==> src/hdl/ar_ram.sv <==
module ar_ram #(
  parameter int WIDTH = 8,
  parameter int DEPTH = 256
) (
  input  logic                     clk_i,
  input  logic                     we_i,
  input  logic [$clog2(DEPTH)-1:0] waddr_i,
  input  logic [WIDTH-1:0]         wdata_i,
  input  logic [$clog2(DEPTH)-1:0] raddr_i,
  output logic [WIDTH-1:0]         rdata_o
);

  logic [WIDTH-1:0] mem_q [DEPTH];
  logic [WIDTH-1:0] rdata_q;

  always_ff @(posedge clk_i) begin
    if (we_i) begin
      mem_q[waddr_i] <= wdata_i;
    end
    rdata_q <= mem_q[raddr_i];
  end

  assign rdata_o = rdata_q;

endmodule

==> config.mk <==
export PLATFORM = sky130hd
export DESIGN_NAME = ar_ram
export DESIGN_NICKNAME = d
export VERILOG_FILES = /design/src/hdl/ar_ram.sv
export SDC_FILE = /design/constraint.sdc
export NUM_CORES = 2
export LEC_CHECK = 0
export BUFFER_PORTS_ARGS = -buffer_cell sky130_fd_sc_hd__clkbuf_2
export CORE_MARGIN = 2
export CORE_UTILIZATION = 35
export CTS_BUF_LIST = sky130_fd_sc_hd__clkbuf_4 sky130_fd_sc_hd__clkbuf_8
export CTS_CLUSTER_DIAMETER = 150
export DETAILED_ROUTE_END_ITERATION = 8
export GPL_TIMING_DRIVEN = 0
export HOLD_SLACK_MARGIN = 0.03
export PLACE_DENSITY = 0.55
export SKIP_LAST_GASP = 1
export SYNTH_ARGS = -nofsm -noshare
export SYNTH_HDL_FRONTEND = slang
export SYNTH_SLANG_ARGS = --single-unit
==> constraint.sdc <==
create_clock -name clk_i -period 2.5 [get_ports clk_i]
set_input_delay 0.375 -clock clk_i [delete_from_list [all_inputs] [get_ports clk_i]]
set_output_delay 0.375 -clock clk_i [all_outputs]
set_load 0.05 [all_outputs]
==> impl_metrics.json <==
{
  "slowest_delay_ns": 0.87,
  "ys_seq_elements": 2056,
  "finalHoldViolCount": 0,
  "yosysMostFrequentCell": "edfxtp_1",
  "grt_max_degree": 141,
  "crit_chain": "clkbuf_1 -> nor2b_1 -> clkbuf_1 -> nand3_1 -> clkbuf_2 -> nor2_1",
  "slew_viol_final": 0,
  "synth_xor_area_frac": 0,
  "status": "finished with violations",
  "path_common_cell": "clkbuf_1",
  "grt_pass1_vias": 41909,
  "dp_hpwl_um": 167100,
  "finalSetupViolations": 376,
  "ctsRootBufferMaster": "clkbuf_8",
  "drive_above_1_share": 0.3118,
  "final_antenna_net_count": 0,
  "setup.worst_path.start_class": "input port",
  "htreeDepth": 5,
  "p_per_area_mw_per_mm2": 785.6,
  "cts_setup_buffers": 0,
  "fin_hold_ws_ns": 0.2146,
  "numPortBuffers": 26,
  "finalNetCount": 4170,
  "finalWorstPathRequiredPeriod_ns": 2.782,
  "critPathMaxFanout": 10,
  "syn_nets": 3759,
  "crit_type": "in -> reg",
  "synthAdderAreaFrac": 0,
  "placed_area_mm2": 0.08402,
  "via_count": 42112,
  "slew_headroom": 0.05631,
  "clk_pin_slew_ns": 0.06,
  "overflow": 0,
  "routed_wl_um": 252500,
  "cts_tree": "yes",
  "worst_skew_pair.late_latency_ns": 1.06,
  "violations": "setup timing",
  "cts_max_path_buffers": 4,
  "viasPerCell": 5.670,
  "synth-edff-count": 2048,
  "rows": 175,
  "cts.sinks": 2056,
  "rsz0062_at_grt": "yes",
  "drt_iter0_drc": 5815,
  "ioPinCount": 34,
  "ys.flop_type": "edfxtp_1",
  "cap_violations": 0,
  "synth_top_family_by_area": "multiplexers",
  "wire_per_inst_um": 34.00,
  "fin_skew_ns": 0.06432,
  "grtUsageTotal": 0.2160,
  "synth_area_leaders": "edfxtp_1, mux4_2, mux2i_1",
  "crit_slowest_cell": "nor2_1",
  "netlist_area_mm2": 0.07956,
  "finish.instance_area_mm2": 0.09209,
  "die_h_um": 480.8,
  "synth.area.mux_share": 0.1462,
  "areaGrowthSynthToFinish_pct": 15.76,
  "drtPass1Iterations": 7,
  "synth-compound-area-share": 0.03419,
  "dieArea_mm2": 0.2311,
  "antenna_found_initial": 18,
  "yosys.area.top_type": "edfxtp_1",
  "final.setup.worst_slack_ns": -0.2817,
  "coreArea_mm2": 0.2266,
  "ir_drop_uv": 439.9,
  "min_period_over_period": 1.113,
  "async_flop_share": 0,
  "required_ns": 3.14,
  "cp.arrival_ns": 3.42,
  "yosysWarnings": 0,
  "netlist.area_leader.share": 0.7730,
  "syn_inst": 3733,
  "crit_family": "buffers and inverters",
  "die_x_um": 480.8,
  "synthSimpleGateAreaFrac": 0.02628,
  "ys_types": 55,
  "path_buf_inv": 3,
  "cts_buffers": 360,
  "synth.avg_cell_area_um2": 21.31,
  "dp_slack_ns": -3.070,
  "drc": 0,
  "tightest_slew_ns": 1.410,
  "synth_common_cells": "edfxtp_1, mux4_2, nor2_1",
  "p_leak_nw": 28.31,
  "final_util": 0.4064,
  "initial_core_util": 0.3511,
  "end_kind": "flip-flop",
  "fmax_ghz": 0.3595,
  "min_path_type": "in -> reg",
  "yosysSeqAreaShare": 0.7750,
  "power_mw": 72.34,
  "place.gp.congestion": 0.9036,
  "grt_pass1_wl_um": 342800
}
## registers in the layout, summed over array words and instances (netlist names)
| signal | flops |
|---|---|
| mem_q | 2048 |
| rdata_o | 8 |
## path summary, 6_finish.rpt
kind	from	slack (ns)	cells past startpoint	end
worst min-delay path	waddr_i[1]	0.21	3	mem_q[243][1]
worst max-delay path	waddr_i[3]	-0.28	6	mem_q[104][0]
worst min register to register	mem_q[32][5]	1.26	6	rdata_o[5]
worst max register to register	mem_q[208][3]	-0.02	6	rdata_o[3]
## cell families (layout without fill, tap and decap cells)
logic type,count (synthesis),count (layout)
muxes,591,591
DFF,2056,2056
buffers and inverters,235,912
and+or+nand+nor,466,466
other,0,8
AOI/OAI and AO/OA,385,385
## cells in the final DEF, fill, tap and decap left out, types with 27 or more instances in the layout
cell type and count:
nor2_1 190, nand2_1 33, nand3_1 34, buf_4 36
clkinv_1 108, o22ai_1 28, clkbuf_2 72, buf_2 28
mux2i_1 134, edfxtp_1 2048, o221ai_1 41, a21oi_1 90
clkbuf_4 114, a22oi_1 132, clkinv_2 34, clkbuf_1 44
buf_6 27, clkbuf_8 377, nor2b_1 30, nor2_2 84
mux4_2 454
## metal layers
metal	GRT usage	vias to the layer above	share of wire	wire length [um]
met2	0.3377	2416	0.47	118000
met3	0.05314	515	0.097	24510
li1	-	16613	-	-
met5	0	-	0.00029	72
met4	0.08236	12	0.038	9643
met1	0.2918	22556	0.40	100300
## worst register-to-register path, delay by kind of cell (launching register included)
| family | cells | cell delay (ns) |
|---|---|---|
| AOI/OAI and AO/OA | 3 | 1.04 |
| DFF | 1 | 0.38 |
| muxes | 1 | 0.47 |
| and+or+nand+nor | 2 | 0.47 |
## metrics by stage
step | setup TNS, ns | cells
after floorplan | 0 | 3733
after global placement | -7496.09 | 6768
after detailed placement | -1667.06 | 6785
after CTS | -1.734 | 7419
after global routing | -16.65 | 7424
final | -35.56 | 7427
## final cells by class
class | instances | area, um^2
Antenna cell | 8 | 20.02
Buffer | 230 | 1655
Clock buffer | 471 | 5832
Clock inverter | 157 | 917.1
Fill cell | 20070 | 134500
Inverter | 2 | 7.507
Multi-Input combinational cell | 1442 | 17500
Sequential cell | 2056 | 61660
Tap cell | 3009 | 3765
Timing Repair Buffer | 52 | 739.5
## what timing repair did
item,in CTS,in global routing
endpoints found under the setup margin,262,537
pin swaps,9,8
hold buffers,8,0
hold endpoints to repair,438,0
resized for setup,247,102
## power by group
part	total [mW]	switching (mW)	internal (mW)
clock	29.9	13.7	16.1
sequential	38.0	0.0236	38.0
combinational	4.44	3.08	1.36
No activity file was read; power rests on OpenSTA's default activity.
