<file path="src/hdl/ar_pkg.sv">
package ar_pkg;

  localparam int DEF_MAX_WIDTH  = 256;
  localparam int DEF_MAX_HEIGHT = 256;
  localparam int DEF_FRAC_BITS  = 4;
  localparam int MAX_FRAC       = 8;

  localparam int OP_W     = 2;
  localparam int CENTER_W = 14;
  localparam int RADIUS_W = 11;
  localparam int PIX_W    = 8;
  localparam int RDADDR_W = 8;
  localparam int DIM_W    = 9;
  localparam int COORD_W  = 12;
  localparam int SPAN_W   = 16;
  localparam int POS_W    = COORD_W + MAX_FRAC + 1;
  localparam int DELTA_W  = 13;
  localparam int SQ_W     = 2 * DELTA_W;
  localparam int DIST_W   = SQ_W + 1;
  localparam int RAD2_W   = 2 * RADIUS_W;

  localparam int QUEUE_DEPTH = 2;

  localparam int PADDR_W = 4;
  localparam int PDATA_W = 32;

  localparam logic [1:0] REG_FRAME_WIDTH      = 2'd0;
  localparam logic [1:0] REG_FRAME_HEIGHT     = 2'd1;
  localparam logic [1:0] REG_BACKGROUND_LEVEL = 2'd2;

  localparam logic [DIM_W-1:0] RST_FRAME_WIDTH  = 9'd256;
  localparam logic [DIM_W-1:0] RST_FRAME_HEIGHT = 9'd256;
  localparam logic [PIX_W-1:0] RST_BACKGROUND   = 8'd0;

  typedef enum logic [OP_W-1:0] {
    OP_DRAW  = 2'd0,
    OP_READ  = 2'd1,
    OP_CLEAR = 2'd2,
    OP_NOP   = 2'd3
  } op_e;

  // for reads, c_lo/r_lo carry the pixel address and paint the in-frame flag
  typedef struct packed {
    op_e                        op;
    logic                       paint;
    logic [COORD_W-1:0]         c_lo;
    logic [COORD_W-1:0]         c_hi;
    logic [COORD_W-1:0]         r_lo;
    logic [COORD_W-1:0]         r_hi;
    logic signed [CENTER_W-1:0] cx;
    logic signed [CENTER_W-1:0] cy;
    logic [RAD2_W-1:0]          ro2;
    logic [RAD2_W-1:0]          ri2;
    logic [PIX_W-1:0]           ink;
  } job_t;

endpackage

</file>
<file path="src/hdl/ar_queue.sv">
module ar_queue import ar_pkg::*; (
  input  logic clk_i,
  input  logic rst_ni,
  input  logic push_i,
  input  job_t job_i,
  output logic full_o,
  input  logic pop_i,
  output logic empty_o,
  output job_t head_o
);

  localparam int PTR_W = $clog2(QUEUE_DEPTH);
  localparam int CNT_W = $clog2(QUEUE_DEPTH + 1);

  job_t             slot_q [QUEUE_DEPTH];
  logic [PTR_W-1:0] wr_ptr_q, wr_ptr_d;
  logic [PTR_W-1:0] rd_ptr_q, rd_ptr_d;
  logic [CNT_W-1:0] count_q, count_d;
  logic             do_push;
  logic             do_pop;

  assign full_o  = (count_q == CNT_W'(QUEUE_DEPTH));
  assign empty_o = (count_q == '0);
  assign head_o  = slot_q[rd_ptr_q];
  assign do_push = push_i && !full_o;
  assign do_pop  = pop_i && !empty_o;

  always_comb begin
    wr_ptr_d = wr_ptr_q;
    rd_ptr_d = rd_ptr_q;
    count_d  = count_q;
    if (do_push) begin
      wr_ptr_d = (wr_ptr_q == PTR_W'(QUEUE_DEPTH - 1)) ? '0 : wr_ptr_q + 1'b1;
    end
    if (do_pop) begin
      rd_ptr_d = (rd_ptr_q == PTR_W'(QUEUE_DEPTH - 1)) ? '0 : rd_ptr_q + 1'b1;
    end
    if (do_push && !do_pop) begin
      count_d = count_q + 1'b1;
    end else if (do_pop && !do_push) begin
      count_d = count_q - 1'b1;
    end
  end

  always_ff @(posedge clk_i or negedge rst_ni) begin
    if (!rst_ni) begin
      wr_ptr_q <= '0;
      rd_ptr_q <= '0;
      count_q  <= '0;
    end else begin
      wr_ptr_q <= wr_ptr_d;
      rd_ptr_q <= rd_ptr_d;
      count_q  <= count_d;
    end
  end

  always_ff @(posedge clk_i) begin
    if (do_push) begin
      slot_q[wr_ptr_q] <= job_i;
    end
  end

endmodule

</file>
<file path="config.mk">
export PLATFORM = sky130hd
export DESIGN_NAME = ar_queue
export DESIGN_NICKNAME = d
export VERILOG_FILES = /design/src/hdl/ar_pkg.sv /design/src/hdl/ar_queue.sv
export SDC_FILE = /design/constraint.sdc
export NUM_CORES = 1
export LEC_CHECK = 0
export BUFFER_PORTS_ARGS = -buffer_cell sky130_fd_sc_hd__clkbuf_2
export CORE_MARGIN = 10
export CORE_UTILIZATION = 38
export DETAILED_ROUTE_END_ITERATION = 10
export PLACE_DENSITY = 0.69
export SETUP_SLACK_MARGIN = 0.2
export SLEW_MARGIN = 40
export SYNTH_ARGS = -nofsm -noshare
export SYNTH_HDL_FRONTEND = slang
export SYNTH_SLANG_ARGS = --single-unit
</file>
<file path="constraint.sdc">
create_clock -name clk_i -period 8.1 [get_ports clk_i]
set_input_delay 0.81 -clock clk_i [delete_from_list [all_inputs] [get_ports clk_i]]
set_output_delay 0.81 -clock clk_i [all_outputs]
set_load 0.03 [all_outputs]
</file>
==> metrics <==
outcome finished, final reports clean; global-route wire length before repair approximately 31,000 um; master cell of the clock root buffer clkbuf_16; count of hold buffers inserted by post-cts repair 0; pins over their slew limit 0; setup violators final 0; buffers inserted during post-CTS setup optimization 0; number of nets still failing antenna checks after routing 0; Max clock buf depth 3; signed area change from the synthesized netlist to the final layout 25.6%; site row count between 50 and 60; number of cells produced by synthesis between 400 and 500; post-cts repair resize count 0; power density over the cells ~400 nW/um2; Horiz. Die Dim ~180 um; path class of the lowest-slack min-delay path input pin to async pin; Worst Max-Slew Pin Slew about 0.79 ns; Final Hold Violating Endpoints 0; routed len/inst ~19 um; maximum VDD drop between 200 and 250 uV; share of Yosys cell area claimed by the top area cell type 0.788; count of unresolved DRC violations after routing 0; number of design-rule violations left by the first detailed-router iteration 232; critical path class flop to output port; number of enable flip-flop cells after synthesis 262; Tcrit/Tclk final 0.404; via density per instance between 4 and 5; leading post-synthesis cells by instance count edfxtp_1, mux2_4, mux2_2; post-synthesis net count roughly 560; placed instance count approximately 1,000; Leakage Power approximately 0.0050 uW; CTS tree built; total area of multi-input combinational cells between 1500 and 2000 um2; part of the Yosys area used for sequential elements 0.798; final period demand of the worst path ~3.3 ns; dominant cell type by area after synthesis edfxtp_1; Register-to-Register Setup Slack approximately 5.7 ns; final WL between 20,000 and 25,000 um; critical path launch point type flop; Storage cell area 7970 um2; # port buffers about 270; Synth async-reset ratio 0.0150; maximum operating frequency 306 MHz; clock input transition at the sequential cells of the worst setup and hold paths approximately 0.060 ns; Total Die Area 33,100 um2; insertion delay of the later-clocked pin in the worst-skew pair approximately 0.52 ns; Core Region about 26,000 um2; Syn Area/Cell around 23 um2; final setup skew 0.00660 ns; worst hold margin just over 0.08 ns; CP arrival around 2.5 ns; maximum number of pins on one net before global-route repair around 70; top fanout value on the critical path slightly below 70; Distinct cells, synth 16; NumNets Final about 850; kind of end point of the critical path output port; Num Clock Sinks 266; GRT Resource Usage Total 0.117; worst-case headroom to the max-slew limit 0.472; max-cap violation count 0; Synth Warn # 0; most numerous cell in the Yosys netlist edfxtp_1; number of synthesized register bits 266; effective utilization at floorplan 0.384; detailed placement HPWL between 10,000 and 15,000 um; antenna violations before repair 2; first-pass iteration count of the detailed router 4; Remaining Overflow, GRT 0; cell types occupying the most area after synthesis edfxtp_1, mux2_4, mux2_2; unrepaired setup endpoints after global routing false; H-Tree Level Count 1; Mapped Area ~10000 um2; overall power of the completed layout around 5000 uW; sum of negative setup slack 0 ns; most frequently used flop master after synthesis edfxtp_1; required time reported for the critical path endpoint 7.29 ns; number of clock buffers inserted by TritonCTS 28; post-route non-filler standard cell count approximately 1,100; via count of the first global-routing pass roughly 5,400; number of ports placed on the die boundary 268; count of vias placed by the detailed router about 5,000; filler instances 2,211; chip height approximately 180 um; routability-driven placement congestion ratio about 0.69; fraction of layout cells with a size suffix above 1 0.616
==> layer usage <==
metal | vias up | global-route usage | routed length (um)
met5 | - | 0 | 0
li1 | 2277 | - | -
met1 | 2384 | 0.138 | 8310
met3 | 34 | 0.0493 | 1970
met2 | 189 | 0.194 | 9860
met4 | 0 | 0.0299 | 371
==> report_power, final <==
group / switching [uW] / total (uW) / internal [uW]
sequential: 93.9 / 1980 / 1880
clock: 495 / 1170 / 679
combinational: 1200 / 1870 / 677
total: 1790 / 5030 / 3240
==> cells in the final DEF, fill, tap and decap left out <==
master and n:
dfrtp_1 3, inv_1 2, xnor2_1 3, clkbuf_16 29
buf_12 1, clkbuf_2 267, clkinv_2 7, mux2_4 80
edfxtp_1 262, buf_6 5, nor2_4 1, o21ai_0 1
clkinvlp_4 3, clkinv_4 3, nand2_1 1, mux2_2 51
clkbuf_1 2, xor2_1 2, ha_1 1, nor2_1 2
diode_2 1, nand2b_1 1, bufinv_16 1, and3_4 1
dfrtp_4 1
==> cells by family (layout without fill, tap and decap cells) <==
kind of cell / Yosys count / in the layout / synth area share
flops: 266 / 266 / 0.798
mux: 131 / 131 / 0.178
buf+inv: 17 / 320 / 0.0149
simple gates: 6 / 6 / 0.00276
xor+xnor: 5 / 5 / 0.00439
fa+ha+maj: 1 / 1 / 0.00125
compound gates: 1 / 1 / 0.000501
other cells: 0 / 1 / 0
==> final timing paths <==
path	depth (start not counted)	end	from
min in group clk_i	1	slot_q[0][21]$_DFFE_PP_	job_i[21]
setup / recovery	3	head_o[128]	rd_ptr_q$_DFFE_PN0P_
max in group asynchronous	1	rd_ptr_q$_DFFE_PN0P_	rst_ni
setup reg to reg	4	slot_q[1][46]$_DFFE_PP_	count_q[0]$_DFFE_PN0P_
hold / removal	1	count_q[0]$_DFFE_PN0P_	rst_ni
hold reg to reg	1	count_q[1]$_DFFE_PN0P_	count_q[1]$_DFFE_PN0P_
==> state kept, by name (all words and copies together) (netlist names) <==
signal / cells
wr_ptr_q: 1
rd_ptr_q: 1
count_q: 2
slot_q: 262
==> metrics by stage <==
| step | setup WS, ns | area (um2) | util |
|---|---|---|---|
| after detailed placement | 5.33 | 11700 | 0.450 |
| after global placement | 5.03 | 11600 | 0.448 |
| after global routing | 4.70 | 12500 | 0.482 |
| final | 4.83 | 12500 | 0.482 |
| after CTS | 4.76 | 12500 | 0.482 |
| after floorplan | 1.14 | 9980 | - |
==> critical path: stages, from the launching register on <==
cell,delay [ns]
dfrtp_4,0.63
buf_6,0.59
mux2_2,0.41
clkbuf_2,0.19
==> cell type report <==
type                       instances  share of cell area
antenna                            1            0.000200
clock buffer                      31              0.0585
clock inverter                    14             0.00908
inverter                           2            0.000599
multi-input combinational        144               0.150
sequential                       266               0.636
tap                              335              0.0334
timing repair buffer             273               0.113
Note: power is estimated with default switching activity, not from simulation.
