`config.mk`:
```
export PLATFORM = sky130hd
export DESIGN_NAME = ar_front
export DESIGN_NICKNAME = d
export VERILOG_FILES = /design/src/hdl/ar_pkg.sv /design/src/hdl/ar_front.sv
export SDC_FILE = /design/constraint.sdc
export NUM_CORES = 1
export LEC_CHECK = 0
export ABC_AREA = 1
export BUFFER_PORTS_ARGS = -buffer_cell sky130_fd_sc_hd__buf_2
export CAP_MARGIN = 20
export CORE_MARGIN = 3
export CORE_UTILIZATION = 35
export DETAILED_ROUTE_END_ITERATION = 7
export GPL_ROUTABILITY_DRIVEN = 1
export PLACE_DENSITY_LB_ADDON = 0.08
export SLEW_MARGIN = 15
export SYNTH_ARGS = -nofsm -noshare
export SYNTH_HDL_FRONTEND = slang
export SYNTH_SLANG_ARGS = --single-unit
```
`constraint.sdc`:
```
create_clock -name vclk -period 7.65
set_input_delay 0.765 -clock vclk [all_inputs]
set_output_delay 0.765 -clock vclk [all_outputs]
set_load 0.05 [all_outputs]
```
`src/hdl/ar_pkg.sv`:
```
package ar_pkg;

  localparam int DEF_MAX_WIDTH  = 256;
  localparam int DEF_MAX_HEIGHT = 256;
  localparam int DEF_FRAC_BITS  = 4;
  localparam int MAX_FRAC       = 8;

  localparam int OP_W     = 2;
  localparam int CENTER_W = 14;
  localparam int RADIUS_W = 11;
  localparam int PIX_W    = 8;
  localparam int RDADDR_W = 8;
  localparam int DIM_W    = 9;
  localparam int COORD_W  = 12;
  localparam int SPAN_W   = 16;
  localparam int POS_W    = COORD_W + MAX_FRAC + 1;
  localparam int DELTA_W  = 13;
  localparam int SQ_W     = 2 * DELTA_W;
  localparam int DIST_W   = SQ_W + 1;
  localparam int RAD2_W   = 2 * RADIUS_W;

  localparam int QUEUE_DEPTH = 2;

  localparam int PADDR_W = 4;
  localparam int PDATA_W = 32;

  localparam logic [1:0] REG_FRAME_WIDTH      = 2'd0;
  localparam logic [1:0] REG_FRAME_HEIGHT     = 2'd1;
  localparam logic [1:0] REG_BACKGROUND_LEVEL = 2'd2;

  localparam logic [DIM_W-1:0] RST_FRAME_WIDTH  = 9'd256;
  localparam logic [DIM_W-1:0] RST_FRAME_HEIGHT = 9'd256;
  localparam logic [PIX_W-1:0] RST_BACKGROUND   = 8'd0;

  typedef enum logic [OP_W-1:0] {
    OP_DRAW  = 2'd0,
    OP_READ  = 2'd1,
    OP_CLEAR = 2'd2,
    OP_NOP   = 2'd3
  } op_e;

  // for reads, c_lo/r_lo carry the pixel address and paint the in-frame flag
  typedef struct packed {
    op_e                        op;
    logic                       paint;
    logic [COORD_W-1:0]         c_lo;
    logic [COORD_W-1:0]         c_hi;
    logic [COORD_W-1:0]         r_lo;
    logic [COORD_W-1:0]         r_hi;
    logic signed [CENTER_W-1:0] cx;
    logic signed [CENTER_W-1:0] cy;
    logic [RAD2_W-1:0]          ro2;
    logic [RAD2_W-1:0]          ri2;
    logic [PIX_W-1:0]           ink;
  } job_t;

endpackage

```
`src/hdl/ar_front.sv`:
```
module ar_front import ar_pkg::*; #(
  parameter int MAX_WIDTH  = DEF_MAX_WIDTH,
  parameter int MAX_HEIGHT = DEF_MAX_HEIGHT,
  parameter int FRAC_BITS  = DEF_FRAC_BITS
) (
  input  logic [OP_W-1:0]            opcode_i,
  input  logic signed [CENTER_W-1:0] center_x_q4_i,
  input  logic signed [CENTER_W-1:0] center_y_q4_i,
  input  logic [RADIUS_W-1:0]        outer_radius_q4_i,
  input  logic [RADIUS_W-1:0]        inner_radius_q4_i,
  input  logic [PIX_W-1:0]           ink_i,
  input  logic [RDADDR_W-1:0]        read_col_i,
  input  logic [RDADDR_W-1:0]        read_row_i,
  input  logic [DIM_W-1:0]           frame_width_i,
  input  logic [DIM_W-1:0]           frame_height_i,
  output job_t                       job_o
);

  localparam logic [COORD_W:0] MAXW = (COORD_W + 1)'(MAX_WIDTH);
  localparam logic [COORD_W:0] MAXH = (COORD_W + 1)'(MAX_HEIGHT);

  typedef struct packed {
    logic               ok;
    logic [COORD_W-1:0] lo;
    logic [COORD_W-1:0] hi;
  } span_t;

  function automatic logic [COORD_W:0] clamp_dim(logic [DIM_W-1:0] v, logic [COORD_W:0] maxv);
    logic [COORD_W:0] ext;
    ext = (COORD_W + 1)'(v);
    if (v == '0) begin
      return (COORD_W + 1)'(1);
    end else if (ext > maxv) begin
      return maxv;
    end
    return ext;
  endfunction

  // clipped scan range along one axis: truncated start, floor of far edge
  function automatic span_t axis_span(logic signed [CENTER_W-1:0] ctr,
                                      logic [RADIUS_W-1:0] rad, logic [COORD_W:0] dim);
    logic signed [SPAN_W-1:0] lo_s;
    logic signed [SPAN_W-1:0] hi_s;
    logic signed [SPAN_W-1:0] lo_c;
    logic signed [SPAN_W-1:0] hi_c;
    logic signed [SPAN_W-1:0] last;
    span_t                    s;
    lo_s = SPAN_W'(ctr) - SPAN_W'(rad);
    hi_s = SPAN_W'(ctr) + SPAN_W'(rad);
    lo_c = (lo_s < 0) ? '0 : (lo_s >>> FRAC_BITS);
    hi_c = hi_s >>> FRAC_BITS;
    last = SPAN_W'(dim) - SPAN_W'(1);
    s.ok = (hi_c >= lo_c) && (lo_c <= last);
    s.lo = lo_c[COORD_W-1:0];
    s.hi = (hi_c < last) ? hi_c[COORD_W-1:0] : last[COORD_W-1:0];
    return s;
  endfunction

  logic [COORD_W:0] fw;
  logic [COORD_W:0] fh;
  span_t            xs;
  span_t            ys;
  logic             rd_ok;

  assign fw    = clamp_dim(frame_width_i, MAXW);
  assign fh    = clamp_dim(frame_height_i, MAXH);
  assign xs    = axis_span(center_x_q4_i, outer_radius_q4_i, fw);
  assign ys    = axis_span(center_y_q4_i, outer_radius_q4_i, fh);
  assign rd_ok = ((COORD_W + 1)'(read_col_i) < fw) && ((COORD_W + 1)'(read_row_i) < fh);

  always_comb begin
    job_o       = '0;
    job_o.op    = op_e'(opcode_i);
    job_o.cx    = center_x_q4_i;
    job_o.cy    = center_y_q4_i;
    job_o.ink   = ink_i;
    job_o.ro2   = RAD2_W'(outer_radius_q4_i) * RAD2_W'(outer_radius_q4_i);
    job_o.ri2   = RAD2_W'(inner_radius_q4_i) * RAD2_W'(inner_radius_q4_i);
    case (op_e'(opcode_i))
      OP_DRAW: begin
        job_o.paint = xs.ok && ys.ok && (inner_radius_q4_i < outer_radius_q4_i);
        job_o.c_lo  = xs.lo;
        job_o.c_hi  = xs.hi;
        job_o.r_lo  = ys.lo;
        job_o.r_hi  = ys.hi;
      end
      OP_READ: begin
        job_o.paint = rd_ok;
        job_o.c_lo  = COORD_W'(read_col_i);
        job_o.r_lo  = COORD_W'(read_row_i);
      end
      default: begin
        job_o.paint = 1'b0;
      end
    endcase
  end

endmodule

```
==> impl_metrics.csv, run 1 <==
group,metric,value,unit
sta,slew_headroom,0.587,
drt,ant_nets,0,
power,p_seq_frac,0,
floorplan,initial_core_util,0.357,
power,pwr-share-comb,1.000,
power,p_sw,3.41,mW
placement,place_ws,0.715,ns
sta,finalMaxSlewViolations,0,
drt,top_layer,"met5",
drt,route.met3.wl,1570,µm
synth,synth_area_leaders,"ha_1, fa_1, inv_1",
layout,final_layout_size_suffix_gt1_frac,0.125,
grt,grt_max_degree,25,
layout,nNetsFinal,2431,
placement,numPortBuffers,201,
setup_path,required,6.88,ns
drt,routed_via_density,4.69,
synth,syn-instance-count,1846,
sta,fin_ws,0.692,ns
synth,syn_area_per_cell,6.73,µm²
setup_path,path_class,"in -> out",
drt,first_iter_violations,504,
power,ir_worst_vdd,1590,µV
floorplan,core,34800,µm²
outcome,status,"completed",
synth,synth_top_area_share,0.235,
layout,diodes,0,
synth,ys_seq_area_frac,0,
placement,gp_congestion,0.880,
grt,antenna_found_initial,1,
drt,drc,0,
grt,grt_remaining_overflow,0,
worst_hold_path,hp-class,"in -> out",
sta,hold_viol_final,0,
layout,nClkBuffers,0,
sta,fin_crit_sh,0.910,
flow_run,maxCapViolCount,0,
power,leakage,8.31,nW
layout,seq_cell_count,0,
sta,worst_slew_pin_slew,0.617,ns
layout,nFillCells,3847,
drt,wl_met1,17300,µm
clock_network,cts_resized,0,
layout,area.sequential,0,µm²
sta,finalSetupViolCount,0,
sta,timing.hold.ws,1.53,ns
floorplan,io_pins,225,
drt,met2_length,16200,µm
sta,fin_tns_setup,0,ns
setup_path,cp_max_fo,12,
drt,drtPass1Iterations,5,
grt,globalRouteTotalUtil,0.185,
drt,routed_wl,35300,µm
synth,synth_area,12400,µm²
power,switching_share,0.721,
layout,fin_util,0.389,
power,p_int,1.32,mW
floorplan,die_h,194,µm
power,p_per_area,350,nW/µm²
synth,synth.distinct_cells,51,
drt,wl_per_cell,14.5,µm
power,total_power,4.73,mW
floorplan,die_area,37800,µm²
sta,rsz0062_at_grt,"false",
floorplan,die-width,194,µm
synth,synth_top_area_cell,"ha_1",
layout,area_growth,8.83,%
setup_path,critPathLaunchType,"primary input",
clock_network,ctsHoldBuffers,0,
clock_network,postCtsSetupBuffers,0,
setup_path,worst_setup_path_end_kind,"primary output",
sta,fin_crit,6.96,ns
drt,routed-via-count,11400,
setup_path,cp.arrival,6.19,ns
grt,grt_pass1_wl,59100,µm
sta,clock.fmax,144,MHz
synth,synth_warnings,0,
placement,hpwl,31400,µm
grt,grt_pass1_vias,11500,
power,clock_power_share,0,
floorplan,num_rows,68,
-- critical path, cell delays in order --
cell and delay, ns:
buf_2 0.25, nand2_1 0.12, fa_1 0.54, inv_1 0.06, fa_1 0.50, inv_1 0.05, fa_1 0.47, inv_1 0.05
fa_1 0.52, inv_1 0.05, fa_1 0.53, inv_1 0.04, ha_1 0.34, nand2_1 0.12, nor2_1 0.05, o21ai_0 0.06
o211ai_1 0.15, a21oi_1 0.26, o21ai_0 0.19, a21boi_0 0.35, nor2_1 0.06, o21ai_0 0.21, nand3_1 0.10, nand2_1 0.08
buf_2 0.26
-- cells in the mapped netlist (4+ instances only) --
cell and instances:
o211ai_1 11, nand3_2 5, nand2_1 405, nand2_2 9, xor2_1 61, o21bai_1 13, buf_4 50, fa_1 128
o21ai_0 47, inv_2 8, a211oi_1 6, nor2_1 135, o21a_1 5, clkbuf_1 28, ha_1 233, buf_2 7
a21o_1 5, nor2_2 9, nand3_1 67, a21oi_1 100, nand4_1 15, a31oi_1 4, xnor2_1 19, nor4_1 4
a21boi_0 5, inv_1 413, nor3_1 16
-- metrics by stage --
stage,instances,instance area (µm²)
finish,2429,13500
global route,2429,13500
CTS,2428,13500
detailed placement,2428,13500
global placement,2428,13500
floorplan,1858,12500
-- layout make-up --
type               instances  area (µm²)  area share
multi-input cells       1350       10300       0.765
well taps                455         569      0.0421
inverters                421        1580       0.117
repair buffers           203        1020      0.0758
-- per-layer routing --
| layer | vias up | GRT usage |
|---|---|---|
| met5 | - | 0 |
| met2 | 229 | 0.316 |
| met1 | 5229 | 0.266 |
| met3 | 14 | 0.0179 |
| li1 | 5921 | - |
| met4 | 2 | 0.0128 |
-- kinds of logic (layout without fill, tap and decap cells) --
group,after synthesis,after routing,share of synthesized area
and+or+nand+nor,684,684,0.233
xor gates and xnor gates,80,80,0.0564
other,2,14,0.000604
adders and majority gates,361,361,0.441
muxes,1,1,0.000906
buffers and inverters,508,624,0.171
AOI/OAI and AO/OA,210,210,0.0978
-- power by group through the flow --
| stage | Sequential (mW) | Clock (mW) | Combinational (mW) |
|---|---|---|---|
| global route | 0 | 0 | 5.26 |
| global placement | 0 | 0 | 4.75 |
| finish | 0 | 0 | 4.73 |
| detailed placement | 0 | 0 | 4.73 |
| CTS | 0 | 0 | 4.78 |
| floorplan | 0 | 0 | 3.75 |
-- worst paths after layout --
kind / startpoint / end / slack [ns] / cells past startpoint
worst max-delay path: inner_radius_q4_i[7] / job_o[26] / 0.69 / 25
worst min-delay path: ink_i[4] / job_o[4] / 1.53 / 0
-- layout by cell type, fill, tap and decap left out, types with 3 or more instances in the layout --
| master | count |
|---|---|
| nand3_2 | 5 |
| o21a_1 | 5 |
| a21boi_0 | 5 |
| inv_1 | 413 |
| o21bai_1 | 13 |
| fa_1 | 128 |
| nor2_2 | 9 |
| conb_1 | 14 |
| a31oi_1 | 4 |
| o2111ai_1 | 3 |
| nand4_1 | 15 |
| nor2_1 | 135 |
| xnor2_1 | 19 |
| nor3_1 | 16 |
| a21o_1 | 5 |
| xor2_1 | 61 |
| a21oi_1 | 100 |
| o21ai_0 | 47 |
| nor4_1 | 4 |
| nand2_1 | 405 |
| a211oi_1 | 6 |
| nor2_4 | 3 |
| ha_1 | 233 |
| o211ai_1 | 11 |
| nand3_1 | 67 |
| buf_2 | 201 |
| or3_1 | 3 |
| nand2_2 | 9 |
| and3_1 | 3 |
| inv_2 | 8 |
Note: power is estimated with default switching activity, not from simulation.
==> run 2: changes to the inputs <==
--- a/config.mk
+++ b/config.mk
@@ -9,11 +9,11 @@
 export BUFFER_PORTS_ARGS = -buffer_cell sky130_fd_sc_hd__buf_2
 export CAP_MARGIN = 20
 export CORE_MARGIN = 3
-export CORE_UTILIZATION = 35
+export CORE_UTILIZATION = 55
 export DETAILED_ROUTE_END_ITERATION = 7
 export GPL_ROUTABILITY_DRIVEN = 1
 export PLACE_DENSITY_LB_ADDON = 0.08
-export SLEW_MARGIN = 15
+export SETUP_SLACK_MARGIN = 0.1
 export SYNTH_ARGS = -nofsm -noshare
 export SYNTH_HDL_FRONTEND = slang
 export SYNTH_SLANG_ARGS = --single-unit
==> impl_metrics.csv, run 2 (same netlist as run 1, synthesis figures left out) <==
group,metric,value,unit
outcome,status,"completed",
sta,fin_ws,0.865,ns
floorplan,die-width,156,µm
layout,final_layout_size_suffix_gt1_frac,0.125,
grt,grt_pass1_wl,53200,µm
floorplan,die_area,24400,µm²
setup_path,critPathMaxStageDelay,0.54,ns
layout,design_area,13300,µm²
sta,hold_viol_final,0,
placement,hpwl,27900,µm
sta,worst_slew_pin_slew,0.695,ns
power,leakage,8.31,nW
grt,grt_max_degree,25,
power,ir_worst_vdd,1090,µV
floorplan,die_h,156,µm
setup_path,cp-startpoint,"inner_radius_q4_i[2]",
drt,ant_nets,0,
layout,diodes,0,
setup_path,worst_setup_path_end_kind,"primary output",
power,p_per_area,350,nW/µm²
placement,gp_congestion,0.950,
drt,routed-via-count,11600,
drt,wl_per_cell,14.0,µm
clock_network,ctsHoldBuffers,0,
layout,nNetsFinal,2431,
clock_network,postCtsSetupBuffers,0,
grt,globalRouteTotalUtil,0.257,
sta,finalSetupViolCount,0,
placement,dp_cells,2254,
sta,clock.fmax,147,MHz
flow_run,maxCapViolCount,0,
floorplan,io_pins,225,
setup_path,path_class,"in -> out",
layout,area.sequential,0,µm²
layout,layout_commonest_cell,"inv_1",
grt,grt_remaining_overflow,0,
drt,first_iter_violations,621,
placement,numPortBuffers,201,
floorplan,initial_core_util,0.564,
setup_path,critPathLaunchType,"primary input",
layout,layout_common_cells,"inv_1, nand2_1, ha_1",
sta,timing.hold.ws,1.53,ns
sta,finalMaxSlewViolations,0,
worst_hold_path,hp-class,"in -> out",
layout,nClkBuffers,0,
grt,antenna_found_initial,0,
drt,drc,0,
sta,fin_crit_sh,0.887,
setup_path,cp.arrival,6.02,ns
setup_path,cp_max_fo,12,
layout,nFillCells,2220,
drt,routed_wl,31600,µm
sta,fin_crit,6.78,ns
clock_network,cts_resized,0,
floorplan,core,22000,µm²
setup_path,required,6.88,ns
placement,placed_area,13300,µm²
placement,place_ws,0.826,ns
layout,multiInputGateArea,10300,µm²
grt,grt_pass1_vias,11400,
layout,final_cells,2254,
sta,slew_headroom,0.535,
sta,fin_tns_setup,0,ns
worst_hold_path,hp-start,"ink_i[0]",
sta,rsz0062_at_grt,"false",
drt,routed_via_density,5.14,
drt,drtPass1Iterations,5,
layout,seq_cell_count,0,
floorplan,num_rows,54,
layout,area_growth,7.07,%
setup_path,crit_slowest_cell,"fa_1",
[run 2: cell counts in the layout (fill, tap and decap cells not counted)]
Identical to the previous run, type by type.
[run 2: final cells by class]
cell class	instances	area share
repair buffers	203	0.0770
inverters	421	0.119
multi-input cells	1350	0.778
well taps	280	0.0263
[run 2: per-stage QoR]
| stage | power [mW] | util |
|---|---|---|
| after floorplan | 3.75 | - |
| after global placement | 4.62 | 0.603 |
| after detailed placement | 4.65 | 0.604 |
| after CTS | 4.69 | 0.604 |
| after global routing | 5.17 | 0.604 |
| final | 4.66 | 0.604 |
[run 2: worst paths after layout]
check	to	slack, ns	depth (start not counted)
min	job_o[0]	1.53	0
max	job_o[26]	0.87	25
[run 2: report_power, final]
group	switching [mW]	total (mW)	internal [mW]
sequential	0	0	0
clock	0	0	0
combinational	3.33	4.66	1.32
total	3.33	4.66	1.32
[run 2: critical path: cells and delay by family]
| family | cells | cell delay, ns |
|---|---|---|
| adders and majority gates | 6 | 2.92 |
| AOI/OAI and AO/OA | 6 | 1.04 |
| and+or+nand+nor | 6 | 0.52 |
| buffers and inverters | 7 | 0.76 |
[run 2: metal layers]
layer / vias up / wire length [µm] / track usage
li1: 5919 / - / -
met1: 5350 / 14300 / 0.341
met2: 269 / 15300 / 0.470
met3: 47 / 1310 / 0.0113
met4: 0 / 677 / 0.0492
met5: - / 0 / 0
