**src/hdl/ar_pkg.sv**
```systemverilog
package ar_pkg;

  localparam int DEF_MAX_WIDTH  = 256;
  localparam int DEF_MAX_HEIGHT = 256;
  localparam int DEF_FRAC_BITS  = 4;
  localparam int MAX_FRAC       = 8;

  localparam int OP_W     = 2;
  localparam int CENTER_W = 14;
  localparam int RADIUS_W = 11;
  localparam int PIX_W    = 8;
  localparam int RDADDR_W = 8;
  localparam int DIM_W    = 9;
  localparam int COORD_W  = 12;
  localparam int SPAN_W   = 16;
  localparam int POS_W    = COORD_W + MAX_FRAC + 1;
  localparam int DELTA_W  = 13;
  localparam int SQ_W     = 2 * DELTA_W;
  localparam int DIST_W   = SQ_W + 1;
  localparam int RAD2_W   = 2 * RADIUS_W;

  localparam int QUEUE_DEPTH = 2;

  localparam int PADDR_W = 4;
  localparam int PDATA_W = 32;

  localparam logic [1:0] REG_FRAME_WIDTH      = 2'd0;
  localparam logic [1:0] REG_FRAME_HEIGHT     = 2'd1;
  localparam logic [1:0] REG_BACKGROUND_LEVEL = 2'd2;

  localparam logic [DIM_W-1:0] RST_FRAME_WIDTH  = 9'd256;
  localparam logic [DIM_W-1:0] RST_FRAME_HEIGHT = 9'd256;
  localparam logic [PIX_W-1:0] RST_BACKGROUND   = 8'd0;

  typedef enum logic [OP_W-1:0] {
    OP_DRAW  = 2'd0,
    OP_READ  = 2'd1,
    OP_CLEAR = 2'd2,
    OP_NOP   = 2'd3
  } op_e;

  // for reads, c_lo/r_lo carry the pixel address and paint the in-frame flag
  typedef struct packed {
    op_e                        op;
    logic                       paint;
    logic [COORD_W-1:0]         c_lo;
    logic [COORD_W-1:0]         c_hi;
    logic [COORD_W-1:0]         r_lo;
    logic [COORD_W-1:0]         r_hi;
    logic signed [CENTER_W-1:0] cx;
    logic signed [CENTER_W-1:0] cy;
    logic [RAD2_W-1:0]          ro2;
    logic [RAD2_W-1:0]          ri2;
    logic [PIX_W-1:0]           ink;
  } job_t;

endpackage

```
**src/hdl/ar_back.sv**
```systemverilog
module ar_back import ar_pkg::*; #(
  parameter int MAX_WIDTH  = DEF_MAX_WIDTH,
  parameter int MAX_HEIGHT = DEF_MAX_HEIGHT,
  parameter int FRAC_BITS  = DEF_FRAC_BITS
) (
  input  logic                  clk_i,
  input  logic                  rst_ni,
  input  logic                  q_empty_i,
  input  job_t                  head_i,
  output logic                  pop_o,
  input  logic [PIX_W-1:0]      bg_level_i,
  output logic                  init_o,
  output logic                  ram_we_o,
  output logic [$clog2(MAX_WIDTH)+$clog2(MAX_HEIGHT)-1:0] ram_waddr_o,
  output logic [PIX_W-1:0]      ram_wdata_o,
  output logic [$clog2(MAX_WIDTH)+$clog2(MAX_HEIGHT)-1:0] ram_raddr_o,
  input  logic [PIX_W-1:0]      ram_rdata_i,
  output logic                  done_o,
  output logic [PIX_W-1:0]      pixel_value_o,
  output logic [OP_W-1:0]       done_opcode_o
);

  localparam int COL_AW = $clog2(MAX_WIDTH);
  localparam int ROW_AW = $clog2(MAX_HEIGHT);
  localparam int ADDR_W = COL_AW + ROW_AW;

  localparam logic [2:0] ST_INIT  = 3'd0;
  localparam logic [2:0] ST_IDLE  = 3'd1;
  localparam logic [2:0] ST_SWEEP = 3'd2;
  localparam logic [2:0] ST_SCAN  = 3'd3;
  localparam logic [2:0] ST_DRAIN = 3'd4;
  localparam logic [2:0] ST_READ  = 3'd5;

  logic [2:0]               state_q, state_d;
  logic [COORD_W-1:0]       col_q, col_d;
  logic [COORD_W-1:0]       row_q, row_d;
  logic [ADDR_W-1:0]        sweep_q, sweep_d;
  job_t                     job_q, job_d;
  logic                     done_q, done_d;
  logic [PIX_W-1:0]         pix_q, pix_d;
  op_e                      dop_q, dop_d;
  logic                     issue;

  logic                     v1_q, v2_q;
  logic signed [DELTA_W-1:0] dx_q, dy_q;
  logic [ADDR_W-1:0]        addr1_q, addr2_q;
  logic signed [SQ_W-1:0]   sqx_q, sqy_q;
  logic signed [POS_W-1:0]  xpos, ypos, dx_w, dy_w;
  logic signed [SQ_W-1:0]   sqx_w, sqy_w;
  logic [DIST_W-1:0]        d2;
  logic                     hit;

  always_comb begin
    state_d = state_q;
    col_d   = col_q;
    row_d   = row_q;
    sweep_d = sweep_q;
    job_d   = job_q;
    pix_d   = pix_q;
    dop_d   = dop_q;
    done_d  = 1'b0;
    pop_o   = 1'b0;
    issue   = 1'b0;
    case (state_q)
      ST_INIT: begin
        sweep_d = sweep_q + 1'b1;
        if (sweep_q == '1) begin
          state_d = ST_IDLE;
        end
      end
      ST_IDLE: begin
        if (!q_empty_i) begin
          pop_o  = 1'b1;
          job_d  = head_i;
          done_d = 1'b1;
          pix_d  = '0;
          dop_d  = head_i.op;
          case (head_i.op)
            OP_DRAW: begin
              if (head_i.paint) begin
                done_d  = 1'b0;
                state_d = ST_SCAN;
                col_d   = head_i.c_lo;
                row_d   = head_i.r_lo;
              end
            end
            OP_READ: begin
              if (head_i.paint) begin
                done_d  = 1'b0;
                state_d = ST_READ;
              end
            end
            OP_CLEAR: begin
              done_d  = 1'b0;
              state_d = ST_SWEEP;
            end
            default: begin
              done_d = 1'b1;
            end
          endcase
        end
      end
      ST_SWEEP: begin
        sweep_d = sweep_q + 1'b1;
        if (sweep_q == '1) begin
          state_d = ST_IDLE;
          done_d  = 1'b1;
          pix_d   = '0;
          dop_d   = OP_CLEAR;
        end
      end
      ST_SCAN: begin
        issue = 1'b1;
        if (row_q == job_q.r_hi) begin
          row_d = job_q.r_lo;
          if (col_q == job_q.c_hi) begin
            state_d = ST_DRAIN;
          end else begin
            col_d = col_q + 1'b1;
          end
        end else begin
          row_d = row_q + 1'b1;
        end
      end
      ST_DRAIN: begin
        if (!v1_q) begin
          state_d = ST_IDLE;
          col_d   = '0;
          row_d   = '0;
          done_d  = 1'b1;
          pix_d   = '0;
          dop_d   = OP_DRAW;
        end
      end
      ST_READ: begin
        state_d = ST_IDLE;
        done_d  = 1'b1;
        pix_d   = ram_rdata_i;
        dop_d   = OP_READ;
      end
      default: begin
        state_d = ST_IDLE;
      end
    endcase
  end

  // distance test pipeline: offsets, squares, sum and compare
  assign xpos  = POS_W'(col_q) << FRAC_BITS;
  assign ypos  = POS_W'(row_q) << FRAC_BITS;
  assign dx_w  = xpos - POS_W'(job_q.cx);
  assign dy_w  = ypos - POS_W'(job_q.cy);
  assign sqx_w = SQ_W'(dx_q) * SQ_W'(dx_q);
  assign sqy_w = SQ_W'(dy_q) * SQ_W'(dy_q);
  assign d2    = DIST_W'(unsigned'(sqx_q)) + DIST_W'(unsigned'(sqy_q));
  assign hit   = v2_q && (d2 < DIST_W'(job_q.ro2)) && (d2 > DIST_W'(job_q.ri2));

  always_comb begin
    ram_we_o    = hit;
    ram_waddr_o = addr2_q;
    ram_wdata_o = job_q.ink;
    if (state_q == ST_INIT) begin
      ram_we_o    = 1'b1;
      ram_waddr_o = sweep_q;
      ram_wdata_o = RST_BACKGROUND;
    end else if (state_q == ST_SWEEP) begin
      ram_we_o    = 1'b1;
      ram_waddr_o = sweep_q;
      ram_wdata_o = bg_level_i;
    end
  end

  assign ram_raddr_o = {head_i.r_lo[ROW_AW-1:0], head_i.c_lo[COL_AW-1:0]};

  always_ff @(posedge clk_i or negedge rst_ni) begin
    if (!rst_ni) begin
      state_q <= ST_INIT;
      col_q   <= '0;
      row_q   <= '0;
      sweep_q <= '0;
      done_q  <= 1'b0;
      v1_q    <= 1'b0;
      v2_q    <= 1'b0;
    end else begin
      state_q <= state_d;
      col_q   <= col_d;
      row_q   <= row_d;
      sweep_q <= sweep_d;
      done_q  <= done_d;
      v1_q    <= issue;
      v2_q    <= v1_q;
    end
  end

  always_ff @(posedge clk_i) begin
    job_q   <= job_d;
    pix_q   <= pix_d;
    dop_q   <= dop_d;
    dx_q    <= dx_w[DELTA_W-1:0];
    dy_q    <= dy_w[DELTA_W-1:0];
    addr1_q <= {row_q[ROW_AW-1:0], col_q[COL_AW-1:0]};
    sqx_q   <= sqx_w;
    sqy_q   <= sqy_w;
    addr2_q <= addr1_q;
  end

  assign init_o        = (state_q == ST_INIT);
  assign done_o        = done_q;
  assign pixel_value_o = pix_q;
  assign done_opcode_o = dop_q;

`ifndef SYNTHESIS
  assert property (@(posedge clk_i) disable iff (!rst_ni)
    (state_q == ST_IDLE) |-> (!v1_q && !v2_q))
    else $error("distance pipeline not drained while idle");

  assert property (@(posedge clk_i) disable iff (!rst_ni)
    (state_q == ST_SCAN) |-> ((col_q <= job_q.c_hi) && (row_q <= job_q.r_hi)))
    else $error("scan position outside bounding box");

  assert property (@(posedge clk_i) disable iff (!rst_ni)
    (state_q == ST_INIT) |-> !done_q)
    else $error("result during post-reset clearing pass");

  assert property (@(posedge clk_i) disable iff (!rst_ni)
    hit |-> ((state_q == ST_SCAN) || (state_q == ST_DRAIN)))
    else $error("ring pixel write outside a draw");
`endif

endmodule

```
**config.mk**
```make
export PLATFORM = sky130hd
export DESIGN_NAME = ar_back
export DESIGN_NICKNAME = d
export VERILOG_FILES = /design/src/hdl/ar_pkg.sv /design/src/hdl/ar_back.sv
export SDC_FILE = /design/constraint.sdc
export NUM_CORES = 1
export LEC_CHECK = 0
export BUFFER_PORTS_ARGS = -buffer_cell sky130_fd_sc_hd__buf_2
export CAP_MARGIN = 40
export CORE_MARGIN = 2
export CORE_UTILIZATION = 60
export CTS_CLUSTER_DIAMETER = 100
export DETAILED_ROUTE_END_ITERATION = 8
export HOLD_SLACK_MARGIN = 0.1
export PLACE_DENSITY = 0.8
export SYNTH_ARGS = -nofsm -noshare
export SYNTH_HDL_FRONTEND = slang
export SYNTH_SLANG_ARGS = --single-unit
```
**constraint.sdc**
```tcl
create_clock -name clk_i -period 14 [get_ports clk_i]
set_clock_uncertainty 0.1 [all_clocks]
set_input_delay 0 -clock clk_i [delete_from_list [all_inputs] [get_ports clk_i]]
set_output_delay 0 -clock clk_i [all_outputs]
set_load 0.02 [all_outputs]
```
==> run_summary.xml <==
<?xml version="1.0" encoding="UTF-8"?>
<metrics>
  <group name="run_status">
    <metric name="run_status" unit="">finished, final reports clean</metric>
  </group>
  <group name="clock_network">
    <metric name="root_buffer" unit="">clkbuf_16</metric>
    <metric name="tritoncts_clock_tree" unit="">yes</metric>
    <metric name="htreeDepth" unit="">1</metric>
    <metric name="setup_fix_bufs_post_cts" unit="">0</metric>
    <metric name="clk_transition_reported_paths" unit="ps">80</metric>
    <metric name="clock_latency_at_the_later_pin_of_the_worst_skew_pair" unit="ps">600</metric>
    <metric name="clock_sinks" unit="">278</metric>
    <metric name="cts_resized" unit="">0</metric>
    <metric name="cts-root-to-sink-buffers" unit="">3</metric>
    <metric name="num_cts_buffers" unit="">31</metric>
  </group>
  <group name="floorplan">
    <metric name="area_of_the_core_region" unit="mm2">0.0387</metric>
    <metric name="design.die.area" unit="mm2">0.0409</metric>
    <metric name="floorplan.die.width" unit="um">202</metric>
    <metric name="die-height" unit="um">202</metric>
    <metric name="starting_density_of_the_core" unit="%">60.9</metric>
    <metric name="rows" unit="">72</metric>
    <metric name="ios" unit="">204</metric>
  </group>
  <group name="finish">
    <metric name="finish.utilization" unit="%">73.7</metric>
    <metric name="layout.nets" unit="">3412</metric>
    <metric name="antenna_cells" unit="">0</metric>
    <metric name="fillerInstances" unit="">2485</metric>
    <metric name="ff_latch_area" unit="mm2">0.00704</metric>
    <metric name="layout.cells.non_filler" unit="">3285</metric>
    <metric name="design_area" unit="mm2">0.0285</metric>
    <metric name="final_layout_size_suffix_gt1_share" unit="%">10.4</metric>
    <metric name="area_of_the_multi_input_gates" unit="mm2">0.0145</metric>
    <metric name="syn_to_final_growth" unit="%">21.0</metric>
  </group>
  <group name="place">
    <metric name="placedInstanceArea" unit="mm2">0.0250</metric>
    <metric name="hpwlAfterDp" unit="mm">40.8</metric>
    <metric name="pre_cts_ws" unit="ps">7230</metric>
    <metric name="portBuffers" unit="">201</metric>
    <metric name="gp_congestion" unit="">0.937</metric>
    <metric name="post-place-cells" unit="">2972</metric>
  </group>
  <group name="grt">
    <metric name="globalRouteTotalUtil" unit="%">32.0</metric>
    <metric name="first_global_vias" unit="">20400</metric>
    <metric name="grt_overflow_total" unit="">0</metric>
    <metric name="global_route_wire_length_before_repair" unit="mm">104</metric>
    <metric name="initial_antenna_violation_count" unit="">0</metric>
    <metric name="grt_start_max_net_pins" unit="">48</metric>
  </group>
  <group name="timing">
    <metric name="fmaxAchievable" unit="GHz">0.148</metric>
    <metric name="worst_slack" unit="ps">7220</metric>
    <metric name="post_route_clock_period_utilization" unit="%">48.4</metric>
    <metric name="tns" unit="ps">0</metric>
    <metric name="hold_violations" unit="">0</metric>
    <metric name="maxSlewHeadroom" unit="%">36.5</metric>
    <metric name="timing.final.crit_period" unit="ps">6780</metric>
    <metric name="hold-worst-slack" unit="ps">133</metric>
    <metric name="setup_repair_after_global_routing_missed_its_margin" unit="">false</metric>
    <metric name="final_max_slew_viol_count" unit="">0</metric>
    <metric name="worst-slew-pin-transition" unit="ps">953</metric>
    <metric name="report.final.setup_viol" unit="">0</metric>
  </group>
  <group name="logic_synthesis">
    <metric name="synthDistinctLibCells" unit="">76</metric>
    <metric name="asyncSetResetFlopFracSynth" unit="%">16.5</metric>
    <metric name="postSynthNetCount" unit="">2985</metric>
    <metric name="syn-cell-area" unit="mm2">0.0236</metric>
    <metric name="synth-edff-count" unit="">124</metric>
    <metric name="postSynthAreaPerCell" unit="um2">10.2</metric>
    <metric name="yosysWarnings" unit="">0</metric>
    <metric name="synthesis.instances" unit="">2315</metric>
    <metric name="seq_area_frac_synth" unit="%">29.8</metric>
    <metric name="ys_seq_elements" unit="">278</metric>
    <metric name="synth_flop_cell" unit="">edfxtp_1</metric>
  </group>
  <group name="worst_hold_path">
    <metric name="whs_path_depth" unit="">3</metric>
    <metric name="hold_path_end" unit="">pixel_value_o[4]</metric>
    <metric name="hold_removal_path_class" unit="">in -&gt; reg</metric>
    <metric name="hold_start" unit="">ram_rdata_i[4]</metric>
  </group>
  <group name="setup_path">
    <metric name="endpoint_kind" unit="">flop</metric>
    <metric name="critical_path.max_fanout" unit="">24</metric>
    <metric name="data_arrival_critical_path" unit="ps">7190</metric>
    <metric name="worstReg2RegStart" unit="">dy_q[12]</metric>
    <metric name="regToRegSetupSlack" unit="ps">7220</metric>
    <metric name="worstSetupPathType" unit="">reg -&gt; reg</metric>
    <metric name="rr_worst_depth" unit="">16</metric>
    <metric name="destination_of_the_worst_register_to_register_timing_path" unit="">sqy_q[24]</metric>
    <metric name="start_kind" unit="">flop</metric>
    <metric name="worst-endpoint-required" unit="ps">14410</metric>
  </group>
  <group name="power_and_ir_drop">
    <metric name="clock_network_fraction_of_total_power" unit="%">32.6</metric>
    <metric name="internal_pwr_total" unit="mW">1.72</metric>
    <metric name="power_leakage" unit="nW">14.0</metric>
    <metric name="sequential_fraction_of_design_power" unit="%">35.5</metric>
    <metric name="vdd.ir_drop.worst" unit="mV">0.102</metric>
    <metric name="switchingPower" unit="mW">0.813</metric>
    <metric name="swShare" unit="%">32.1</metric>
    <metric name="power.density_cell_area" unit="mW/mm2">88.7</metric>
    <metric name="share_of_power_burned_in_combinational_logic" unit="%">31.9</metric>
    <metric name="total_power" unit="mW">2.53</metric>
  </group>
  <group name="detailed_routing">
    <metric name="detail_route.wirelength" unit="mm">63.1</metric>
    <metric name="vias_per_cell" unit="">5.63</metric>
    <metric name="firstDrtPassIters" unit="">6</metric>
    <metric name="post-route-drc-count" unit="">0</metric>
    <metric name="drt_iter0_markers" unit="">1497</metric>
    <metric name="routedWlPerCell" unit="um">19.2</metric>
    <metric name="antenna_violating_nets_post_route" unit="">0</metric>
    <metric name="detailroute.via_count" unit="">18500</metric>
  </group>
  <group name="job">
    <metric name="drv.max_cap_violation_count" unit="">0</metric>
  </group>
</metrics>
==> timing repair <==
| item | in CTS | in global routing |
|---|---|---|
| hold buffers | 255 | 0 |
| endpoints found under the setup margin | 0 | 0 |
| hold endpoints to repair | 312 | 0 |
==> metal layers <==
metal / wire length [um] / part of all wire, % / GRT usage [%] / vias up
met5: 0 / 0 / 0 / -
met4: 3500 / 5.5 / 14.2 / 0
met3: 5270 / 8.4 / 6.42 / 235
met2: 31700 / 50 / 57.4 / 967
met1: 22600 / 36 / 37.0 / 9051
li1: - / - / - / 8231
==> cell usage in the layout (no fill, tap or decap), types with 8 or more instances in the layout <==
cell type / synthesis / routed
nand3_1: 35 / 35
or3_1: 9 / 9
a211oi_1: 8 / 8
clkbuf_1: 49 / 8
o21a_1: 12 / 12
nor2b_1: 30 / 30
nor3_1: 15 / 14
xnor2_1: 94 / 94
inv_1: 460 / 460
dfrtp_1: 46 / 46
and3_1: 13 / 13
nor2_1: 96 / 95
o21bai_1: 9 / 9
dlygate4sd3_1: 0 / 255
a21oi_1: 93 / 93
a21boi_0: 8 / 8
nand4_1: 12 / 12
a21o_1: 25 / 25
nor4_1: 13 / 13
fa_1: 285 / 285
o21ai_0: 55 / 55
edfxtp_1: 124 / 124
a221oi_1: 11 / 11
dfxtp_1: 108 / 108
nand2b_1: 17 / 17
and2_1: 56 / 56
nand2_1: 226 / 226
ha_1: 235 / 235
buf_2: 1 / 201
clkbuf_16: 0 / 31
xor2_1: 57 / 57
==> sequential cells by signal, summed over array words and instances (netlist names), 2 cells and up <==
register       count
job_q            114
sqx_q             25
sqy_q             25
addr1_q           16
addr2_q           16
sweep_q           16
dx_q              13
dy_q              13
col_q             12
row_q             12
pixel_value_o      8
state_q            3
done_opcode_o      2
==> worst max-delay path, stage by stage (launching register included) <==
cell and delay [ps]:
dfxtp_1 900, and2_1 280, inv_1 70, fa_1 510, fa_1 870, inv_1 240, fa_1 610, fa_1 440
fa_1 490, ha_1 330, ha_1 260, or3_1 400, o2111a_1 260, or3_1 410, a31o_1 230, a21oi_2 150
xnor2_1 130
==> logic make-up after synthesis <==
family | count (synthesis) | share of synthesized area (%)
muxes | 9 | 0.430
xor gates and xnor gates | 151 | 5.61
buffers and inverters | 531 | 8.80
other | 1 | 0.0159
DFF | 278 | 29.8
and+or+nand+nor | 545 | 10.9
adders and majority gates | 520 | 36.6
AOI/OAI and AO/OA | 280 | 7.75
==> cells in the mapped netlist, drive strengths merged (4+ instances only) <==
cell type	number	share of area, %
and2	56	1.5
nor4	13	0.34
nand2b	17	0.45
xor2	57	2.1
a21boi	8	0.25
fa	285	24
and3	14	0.38
dfxtp	108	9.2
nor3	16	0.39
a211oi	9	0.34
or3	10	0.27
mux2	6	0.30
nand4	12	0.32
clkbuf	50	0.84
o21bai	9	0.29
nand3	35	0.74
a22o	7	0.26
a21o	25	0.80
nor2b	30	0.80
o21ai	59	1.3
o22ai	4	0.11
nand2	226	3.6
xnor2	94	3.5
o31ai	4	0.13
dfrtp	46	4.9
nor2	96	1.5
a31oi	7	0.19
a2111oi	4	0.15
ha	235	12
edfxtp	124	16
inv	460	7.3
a221oi	11	0.41
a21oi	97	2.2
buf	20	0.63
or2	7	0.19
nor3b	4	0.13
o21a	13	0.42
==> worst max path at each step <==
stage	startpoint	endpoint	slack [ps]	depth (start not counted)
floorplan	state_q[1]	job_q[0]	4260	3
global placement	dx_q[12]	sqx_q[25]	7410	19
detailed placement	dy_q[12]	sqy_q[24]	7230	16
CTS	dy_q[12]	sqy_q[24]	7220	16
global route	dx_q[12]	sqx_q[25]	6810	19
finish	dy_q[12]	sqy_q[24]	7220	16
==> power by group through the flow <==
stage                     clock network (mW)  logic [mW]  registers [mW]
final                                  0.824       0.808           0.899
after global routing                   0.856       0.895           0.901
after CTS                              0.818       0.777           0.899
after detailed placement                   0       0.712           0.917
after global placement                     0       0.681           0.917
after floorplan                            0       0.546           0.907
==> layout make-up <==
| type | count | share of cell area (%) |
|---|---|---|
| clock inverter | 16 | 0.561 |
| clock buffer | 42 | 2.97 |
| multi-input combinational | 1506 | 50.8 |
| timing repair buffer | 464 | 12.7 |
| inverter | 461 | 6.06 |
| sequential | 278 | 24.7 |
| tap | 518 | 2.27 |
No activity file was read; power rests on OpenSTA's default activity.
